File: src/hdl/axlp_pkg.sv
// axlp_pkg: shared types and character codes for the x/y line parser
`default_nettype none
package axlp_pkg;

	localparam logic [7:0] CH_LF    = 8'h0A;
	localparam logic [7:0] CH_CR    = 8'h0D;
	localparam logic [7:0] CH_NUL   = 8'h00;
	localparam logic [7:0] CH_SPACE = 8'h20;
	localparam logic [7:0] CH_TAB   = 8'h09;
	localparam logic [7:0] CH_VT    = 8'h0B;
	localparam logic [7:0] CH_FF    = 8'h0C;
	localparam logic [7:0] CH_X     = 8'h58;
	localparam logic [7:0] CH_Y     = 8'h59;
	localparam logic [7:0] CH_COLON = 8'h3A;
	localparam logic [7:0] CH_COMMA = 8'h2C;
	localparam logic [7:0] CH_PLUS  = 8'h2B;
	localparam logic [7:0] CH_MINUS = 8'h2D;
	localparam logic [7:0] CH_ZERO  = 8'h30;
	localparam logic [7:0] CH_NINE  = 8'h39;

	localparam int VAL_W = 16;

	typedef enum logic [11:0] {
		PH_X      = 12'b0000_0000_0001,
		PH_XCOLON = 12'b0000_0000_0010,
		PH_XLEAD  = 12'b0000_0000_0100,
		PH_XSIGN  = 12'b0000_0000_1000,
		PH_XDIG   = 12'b0000_0001_0000,
		PH_Y      = 12'b0000_0010_0000,
		PH_YCOLON = 12'b0000_0100_0000,
		PH_YLEAD  = 12'b0000_1000_0000,
		PH_YSIGN  = 12'b0001_0000_0000,
		PH_YDIG   = 12'b0010_0000_0000,
		PH_DONE   = 12'b0100_0000_0000,
		PH_FAIL   = 12'b1000_0000_0000
	} phase_t;

	// what the parser hands to the output stage for one line
	typedef struct packed {
		logic              hit;
		logic [VAL_W-1:0]  x;
		logic [VAL_W-1:0]  y;
	} parse_res_t;

endpackage
`default_nettype wire

File: src/hdl/ascii_xy_line_parser.sv
// ascii_xy_line_parser: top level, input register, parser and result register
//
//  channel | handshake           | payload
//  --------+---------------------+---------------------------------
//  in      | in_valid / in_stall | rx_byte [7:0]
//  out     | out_valid/out_stall | x_value [15:0], y_value [15:0] signed
//
// one byte per cycle, back to back while in_stall is low; an accepted byte is held
// in the input register until the parser advances; the parser state and the result
// register then update from it; a newline's result lands in the result register.
// arst_n returns the parser to an empty line waiting for X.
// out_stall holds the result and freezes the parser; the input register then takes
// one more byte and raises in_stall until the result moves on.
`default_nettype none
module ascii_xy_line_parser #(
	parameter int LINE_CAPACITY = 32
) (
	input  wire logic               clk,
	input  wire logic               arst_n,
	input  wire logic               in_valid,
	output logic                    in_stall,
	input  wire logic [7:0]         rx_byte,
	output logic                    out_valid,
	input  wire logic               out_stall,
	output logic signed [15:0]      x_value,
	output logic signed [15:0]      y_value
);
	import axlp_pkg::*;

	logic             valid_s1, valid_s2;
	logic [7:0]       byte_s1;
	logic [VAL_W-1:0] x_s2, y_s2;
	logic             adv, take;
	parse_res_t       res;

	assign adv      = !valid_s2 || !out_stall;
	assign in_stall = valid_s1 && !adv;
	assign take     = in_valid && !in_stall;

	axlp_parse #(
		.LINE_CAPACITY(LINE_CAPACITY)
	) u_parse (
		.clk     (clk),
		.arst_n  (arst_n),
		.en      (valid_s1 && adv),
		.rx_byte (byte_s1),
		.res     (res)
	);

	always_ff @(posedge clk or negedge arst_n) begin
		if (!arst_n) begin
			valid_s1 <= 1'b0;
			valid_s2 <= 1'b0;
		end else begin
			if (take) valid_s1 <= 1'b1;
			else if (adv) valid_s1 <= 1'b0;
			if (adv) valid_s2 <= res.hit;
		end
	end

	always_ff @(posedge clk) begin
		if (take) byte_s1 <= rx_byte;
		if (adv && res.hit) begin
			x_s2 <= res.x;
			y_s2 <= res.y;
		end
	end

	assign out_valid = valid_s2;
	assign x_value   = signed'(x_s2);
	assign y_value   = signed'(y_s2);

endmodule
`default_nettype wire

File: src/hdl/axlp_parse.sv
// axlp_parse: line state, field accumulators and per-byte next-state logic
`default_nettype none
module axlp_parse #(
	parameter int LINE_CAPACITY = 32
) (
	input  wire logic                clk,
	input  wire logic                arst_n,
	input  wire logic                en,
	input  wire logic [7:0]          rx_byte,
	output axlp_pkg::parse_res_t     res
);
	import axlp_pkg::*;

	localparam int CW = $clog2(LINE_CAPACITY);
	localparam logic [CW-1:0] CNT_LAST = CW'(LINE_CAPACITY - 1);

	phase_t           phase_q, phase_d;
	logic [CW-1:0]    cnt_q, cnt_d;
	logic [VAL_W-1:0] xacc_q, xacc_d, yacc_q, yacc_d;
	logic             xneg_q, xneg_d, yneg_q, yneg_d;

	logic             blank, digit, y_seen;
	logic [VAL_W-1:0] xpush, ypush;

	assign blank  = (rx_byte == CH_SPACE) || (rx_byte == CH_TAB) ||
	                (rx_byte == CH_VT) || (rx_byte == CH_FF);
	assign digit  = (rx_byte >= CH_ZERO) && (rx_byte <= CH_NINE);
	assign y_seen = (phase_q == PH_YDIG) || (phase_q == PH_DONE);

	// acc*10 + digit, wraps at 16 bits
	assign xpush = (xacc_q << 3) + (xacc_q << 1) + {{(VAL_W-4){1'b0}}, rx_byte[3:0]};
	assign ypush = (yacc_q << 3) + (yacc_q << 1) + {{(VAL_W-4){1'b0}}, rx_byte[3:0]};

	assign res.hit = en && (rx_byte == CH_LF) && y_seen;
	assign res.x   = xneg_q ? (VAL_W'(0) - xacc_q) : xacc_q;
	assign res.y   = yneg_q ? (VAL_W'(0) - yacc_q) : yacc_q;

	always_comb begin
		phase_d = phase_q;
		cnt_d   = cnt_q;
		xacc_d  = xacc_q;
		yacc_d  = yacc_q;
		xneg_d  = xneg_q;
		yneg_d  = yneg_q;
		if (en && rx_byte != CH_CR) begin
			if (rx_byte == CH_LF || cnt_q >= CNT_LAST) begin
				// end of line or overflow: start over, byte not kept
				phase_d = PH_X;
				cnt_d   = '0;
				xacc_d  = '0;
				yacc_d  = '0;
				xneg_d  = 1'b0;
				yneg_d  = 1'b0;
			end else if (rx_byte == CH_NUL) begin
				cnt_d   = cnt_q + 1'b1;
				phase_d = y_seen ? PH_DONE : PH_FAIL;
			end else begin
				cnt_d   = cnt_q + 1'b1;
				phase_d = PH_FAIL;
				case (phase_q)
					PH_X: begin
						if (rx_byte == CH_X) phase_d = PH_XCOLON;
					end
					PH_XCOLON: begin
						if (rx_byte == CH_COLON) phase_d = PH_XLEAD;
					end
					PH_XLEAD: begin
						if (blank) phase_d = PH_XLEAD;
						else if (rx_byte == CH_PLUS) phase_d = PH_XSIGN;
						else if (rx_byte == CH_MINUS) begin
							xneg_d  = 1'b1;
							phase_d = PH_XSIGN;
						end else if (digit) begin
							xacc_d  = xpush;
							phase_d = PH_XDIG;
						end
					end
					PH_XSIGN: begin
						if (digit) begin
							xacc_d  = xpush;
							phase_d = PH_XDIG;
						end
					end
					PH_XDIG: begin
						if (digit) begin
							xacc_d  = xpush;
							phase_d = PH_XDIG;
						end else if (rx_byte == CH_COMMA) phase_d = PH_Y;
					end
					PH_Y: begin
						if (rx_byte == CH_Y) phase_d = PH_YCOLON;
					end
					PH_YCOLON: begin
						if (rx_byte == CH_COLON) phase_d = PH_YLEAD;
					end
					PH_YLEAD: begin
						if (blank) phase_d = PH_YLEAD;
						else if (rx_byte == CH_PLUS) phase_d = PH_YSIGN;
						else if (rx_byte == CH_MINUS) begin
							yneg_d  = 1'b1;
							phase_d = PH_YSIGN;
						end else if (digit) begin
							yacc_d  = ypush;
							phase_d = PH_YDIG;
						end
					end
					PH_YSIGN: begin
						if (digit) begin
							yacc_d  = ypush;
							phase_d = PH_YDIG;
						end
					end
					PH_YDIG: begin
						if (digit) begin
							yacc_d  = ypush;
							phase_d = PH_YDIG;
						end else phase_d = PH_DONE;
					end
					PH_DONE: begin
						phase_d = PH_DONE;
					end
					default: begin
						phase_d = PH_FAIL;
					end
				endcase
			end
		end
	end

	always_ff @(posedge clk or negedge arst_n) begin
		if (!arst_n) begin
			phase_q <= PH_X;
			cnt_q   <= '0;
			xacc_q  <= '0;
			yacc_q  <= '0;
			xneg_q  <= 1'b0;
			yneg_q  <= 1'b0;
		end else begin
			phase_q <= phase_d;
			cnt_q   <= cnt_d;
			xacc_q  <= xacc_d;
			yacc_q  <= yacc_d;
			xneg_q  <= xneg_d;
			yneg_q  <= yneg_d;
		end
	end

endmodule
`default_nettype wire
File: config.mk
export PLATFORM = sky130hd
export DESIGN_NAME = ascii_xy_line_parser
export DESIGN_NICKNAME = d
export VERILOG_FILES = /design/src/hdl/axlp_pkg.sv /design/src/hdl/ascii_xy_line_parser.sv /design/src/hdl/axlp_parse.sv
export SDC_FILE = /design/constraint.sdc
export NUM_CORES = 1
export LEC_CHECK = 0
export BUFFER_PORTS_ARGS = -buffer_cell sky130_fd_sc_hd__buf_2
export CORE_MARGIN = 2
export CORE_UTILIZATION = 48
export DETAILED_ROUTE_END_ITERATION = 16
export GPL_TIMING_DRIVEN = 1
export PLACE_DENSITY_LB_ADDON = 0.3
export SYNTH_ARGS = -nofsm -noshare
export SYNTH_HDL_FRONTEND = slang
export SYNTH_HIERARCHICAL = 1
export SYNTH_SLANG_ARGS = --single-unit
File: constraint.sdc
create_clock -name clk -period 2.9 [get_ports clk]
set_input_delay 0.29 -clock clk [delete_from_list [all_inputs] [get_ports clk]]
set_output_delay 0.29 -clock clk [all_outputs]
set_load 0.01 [all_outputs]
==> metrics.cfg, run 1 <==
[clocking]
htree_levels=3
clk-insertion-delay-late_ns=0.36
cts_made_buffers=9
cts.sinks=93
clkTransAtPathRegs_ns=0.07
cts_tree=done
clock_path_buffers=2
ctsRootBufferMaster=clkbuf_16

[die]
start_util_pct=49.7
die_h_um=119
die_area_um2=14100
core_area_um2=12700
pin_count=46
rows=41
die_x_um=119

[yosys]
syn_avg_cell_area_um2=10.1
synth_cell_types=77
synth_most_common_cell=nand2_1
ys.warnings.count=6
synthArstFlopShare_pct=57.0
synthesis.nets=697
synth_area_leaders=dfrtp_1 21%, edfxtp_1 19%, ha_1 11%, xnor2_1 5.8%, nand2_1 3.8%
synth_commonest_cells=64 x nand2_1, 56 x ha_1, 52 x dfrtp_1
synth.yosys.seq_area_share_pct=40.0
ys_ff_latch=93
synth_top_area_share_pct=20.6
synthCells=625
synthFlopType=dfrtp_1
synth_edf_count=40
synth_top_cell_by_area=dfrtp_1
syn_area_um2=6330

[worst_setup_path]
start_kind=register
cp.required_ns=3.14
critPathKind=reg -> reg
regToRegSetupSlack_ns=0.17
crit_arrival_ns=2.98
cp_max_fo=4
end_kind=register

[power]
internal-power_mw=2.19
p_per_area_nw_per_um2=429
p_clk_share_pct=36.3
cellLeakagePower_nw=3.30
pwr-share-comb_pct=14.3
peakVddDrop_mv=0.401
power_mw=3.03
p_sw_share_pct=27.7
power_frac_seq_pct=49.5
netSwitchingPower_uw=840

[sta]
max_freq_ghz=0.366
finalCritPeriodShare_pct=94.3
finalSetupViolations=0
relSlewSlack_pct=51.9
worst_pin_slew_ns=0.715
setup_ws_ns=0.165
hold_viol=0
rsz0062_at_grt=yes
slew_violations=0
setup_tns_ns=0
min_period_ns=2.73
clock-skew-final_ns=0.0109

[route]
detail_route.wl_per_cell_um=16.1
wl_met1_um=6250
drt_wl_total_um=13700
highest_layer=met4
vias=4941
first_pass_iters=5
drc=0
routed-wl-met2_um=6540
drt-initial-drc-count=266
drtAntennaViolNets=0
wl_met3_um=689
via_per_inst=5.81

[placement]
placed_area_um2=6770
placedCellCount=832
port_buffers=45
dp_hpwl_um=10300
gp_congestion=0.873
dpl_worst_slack_ns=0.119

[global_route]
grt_max_degree=37
track_usage_pct=20.5
antenna_found_initial=0
grt_pass1_wl_um=23200
grt.overflow.total=0
grt_pass1_vias=4718

[layout]
fillers=1134
stdcell_area_um2=7070
finalNonFillerCells=851
nNetsFinal=746
drive_gt1_share_pct=15.6
area_growth_pct=11.7
diodes=0

[worst_hold_path]
worstHoldPathType=in -> reg

[outcome]
status=complete, no violations

[flow_run]
max_cap_viol_count=0

state kept, by name, indices dropped and copies added, names as in the netlist, 5 cells and up:
register,cells
u_parse/yacc_q,16
byte_s1,8
u_parse/xacc_q,16
u_parse/phase_q,12
x_value,16
y_value,16
u_parse/cnt_q,5
layer usage:
| layer | vias to the layer above | track usage [%] |
|---|---|---|
| met2 | 136 | 34.0 |
| li1 | 2430 | - |
| met4 | 0 | 6.32 |
| met1 | 2356 | 27.3 |
| met3 | 19 | 3.64 |
| met5 | - | 0 |
area by class of cell:
cell class / instances / area, um^2 / share of cell area (%)
clock buffers: 10 / 229 / 3.24
clock inverters: 6 / 45.0 / 0.637
inverters: 24 / 90.1 / 1.27
multi-input cells: 482 / 3580 / 50.6
flip-flops and latches: 93 / 2530 / 35.8
well taps: 172 / 215 / 3.04
repair buffers: 64 / 383 / 5.42
worst max-delay path, stage by stage, from the launching register on:
cell	delay, ns
edfxtp_1	0.47
fa_1	0.54
ha_1	0.32
a211o_1	0.13
o211ai_1	0.14
a222oi_1	0.45
a211oi_1	0.16
xnor2_1	0.16
a32o_1	0.26
power groups by stage:
stage          sequential (mW)  combinational [mW]  clock [mW]
2_1_floorplan             1.51               0.324           0
3_5_place_dp              1.52               0.432           0
3_3_place_gp              1.52               0.413           0
6_report                  1.50               0.433        1.10
4_1_cts                   1.50               0.435        1.12
5_1_grt                   1.51               0.499        1.18
repair_timing:
item                                    CTS  global route
buffers inserted                          0             2
endpoints found under the setup margin    0             2
hold endpoints to repair                 16             0
hold buffers                              1             0
resized for setup                         0             1
final timing paths:
kind | startpoint | endpoint | cells past startpoint
worst max-delay path | byte_s1[3] | u_parse/yacc_q[15] | 8
max in group asynchronous | arst_n | u_parse/phase_q[4] | 3
worst max register to register | byte_s1[3] | u_parse/yacc_q[15] | 8
worst min register to register | u_parse/cnt_q[3] | u_parse/cnt_q[3] | 1
min in group asynchronous | arst_n | u_parse/phase_q[1] | 2
worst min-delay path | rx_byte[5] | byte_s1[5] | 1
cells by family (layout without fill, tap and decap cells):
group | after synthesis | after routing | share of synthesized area, %
flops | 93 | 93 | 40.0
xor+xnor | 59 | 59 | 8.17
simple gates | 191 | 191 | 17.0
fa+ha+maj | 60 | 60 | 12.3
compound gates | 169 | 169 | 18.6
buf+inv | 50 | 104 | 3.48
mux | 3 | 3 | 0.494
cell usage in the layout (no fill, tap or decap), types with 13 or more instances in the layout:
cell type and count:
nand2_1 64, inv_1 24, ha_1 56, edfxtp_1 40
a21o_1 14, nor2_1 21, nor4_1 13, buf_2 45
a21oi_1 20, o21ai_0 45, buf_4 17, xnor2_1 42
dfrtp_1 52, xor2_1 17
per-stage QoR:
step	hold WS [ns]	util (%)
after floorplan	-0.00559	-
after global placement	0.245	53.2
after detailed placement	0.251	53.2
after CTS	0.101	55.4
after global routing	0.102	55.6
final	0.111	55.6
(Power assumes the default switching activity.)
==> run 2, diff against run 1 <==
- CORE_UTILIZATION: 48 -> 40
==> metrics.cfg, run 2 (synthesis gave the netlist of run 1 again) <==
[layout]
fillers=1450
area_growth_pct=12.9
drive_gt1_share_pct=16.0
finalNonFillerCells=892
layout_common_cells=64 x nand2_1, 56 x ha_1, 52 x dfrtp_1, 45 x buf_2, 45 x o21ai_0
nNetsFinal=748
mostFrequentLayoutCell=nand2_1
final_util_pct=46.6
diodes=0

[clocking]
clk-insertion-delay-late_ns=0.35
cts_tree=done
clkTransAtPathRegs_ns=0.07
cts.sinks=93
cts_made_buffers=9
post_cts_resized=0
htree_levels=3
ctsRootBufferMaster=clkbuf_16
clock_path_buffers=2

[global_route]
grt_max_degree=33
antenna_found_initial=0
grt_pass1_wl_um=23700
grt.overflow.total=0
grt_pass1_vias=4783
track_usage_pct=17.8

[flow_run]
max_cap_viol_count=0

[route]
drt-initial-drc-count=272
via_per_inst=5.49
vias=4896
drt_wl_total_um=14100
detail_route.wl_per_cell_um=15.8
drc=0
first_pass_iters=4
drtAntennaViolNets=0

[die]
die_x_um=130
die_h_um=130
die_area_um2=16800
rows=45
core_area_um2=15300
start_util_pct=41.3
pin_count=46

[power]
p_per_area_nw_per_um2=428
netSwitchingPower_uw=856
p_sw_share_pct=28.0
peakVddDrop_mv=0.372
internal-power_mw=2.20
power_frac_seq_pct=49.0
pwr-share-comb_pct=14.4
cellLeakagePower_nw=3.32
p_clk_share_pct=36.6
power_mw=3.06

[sta]
hold_viol=0
slew_violations=0
finalSetupViolations=0
worst_hold_slack_ns=0.114
min_period_ns=2.82
clock-skew-final_ns=0.00651
max_freq_ghz=0.354
finalCritPeriodShare_pct=97.4
worst_pin_slew_ns=0.713
relSlewSlack_pct=52.0

[placement]
gp_congestion=0.898
dp_hpwl_um=10800
placedCellCount=873
port_buffers=45

[worst_setup_path]
crit_arrival_ns=3.07
cp.required_ns=3.14
rr_worst_depth=8
cp_max_fo=4
start_kind=register
critPathKind=reg -> reg
end_kind=register

[worst_hold_path]
hold_depth=1
worstHoldPathType=in -> reg

[outcome]
status=complete, no violations

run 2: stage by stage:
| step | TNS, ns | setup slack (ns) | instance area (um^2) |
|---|---|---|---|
| 2_1_floorplan | 0 | 0.134 | 6330 |
| 3_3_place_gp | 0 | 0.229 | 6830 |
| 3_5_place_dp | 0 | 0.117 | 6830 |
| 4_1_cts | 0 | 0.111 | 7130 |
| 5_1_grt | -0.00613 | -0.00613 | 7140 |
| 6_report | 0 | 0.0762 | 7140 |
run 2: timing repair:
| action | in CTS | in global routing |
|---|---|---|
| buffers inserted | 0 | 2 |
| endpoints found under the hold margin | 16 | 0 |
| hold buffers | 1 | 0 |
| setup endpoints to repair | 0 | 1 |
run 2: worst paths after layout:
kind	start	end	slack [ns]
hold / removal	rx_byte[4]	byte_s1[4]	0.11
hold reg to reg	u_parse/cnt_q[3]	u_parse/cnt_q[3]	0.49
setup / recovery	byte_s1[3]	u_parse/yacc_q[15]	0.08
max in group asynchronous	arst_n	u_parse/xacc_q[8]	1.81
setup reg to reg	byte_s1[3]	u_parse/yacc_q[15]	0.08
min in group asynchronous	arst_n	u_parse/phase_q[2]	0.42
run 2: cell type report:
class	count	area [um^2]	share of cell area (%)
clock buffers	9	225	3.15
clock inverters	7	56.3	0.789
inverters	24	90.1	1.26
multi-input cells	482	3580	50.1
flip-flops and latches	93	2530	35.4
well taps	211	264	3.70
repair buffers	66	398	5.57
run 2: critical path, stage by stage, from the launching register on:
cell	delay, ns
edfxtp_1	0.47
fa_1	0.54
ha_1	0.32
a211o_1	0.13
o211ai_1	0.14
a222oi_1	0.53
a211oi_1	0.17
xnor2_1	0.17
a32o_1	0.26
run 2: power groups by stage:
stage          combinational [mW]  sequential [mW]  clock, mW
2_1_floorplan               0.324             1.51          0
3_3_place_gp                0.417             1.52          0
3_5_place_dp                0.435             1.52          0
4_1_cts                     0.440             1.50       1.16
5_1_grt                     0.500             1.51       1.22
6_report                    0.441             1.50       1.12
run 2: layer usage:
metal	up-vias	part of all wire [%]	global-route usage [%]
met2	101	47	29.8
met3	13	3.7	3.40
met1	2341	48	24.0
li1	2441	-	-
met4	0	1.1	4.11
met5	-	0	0
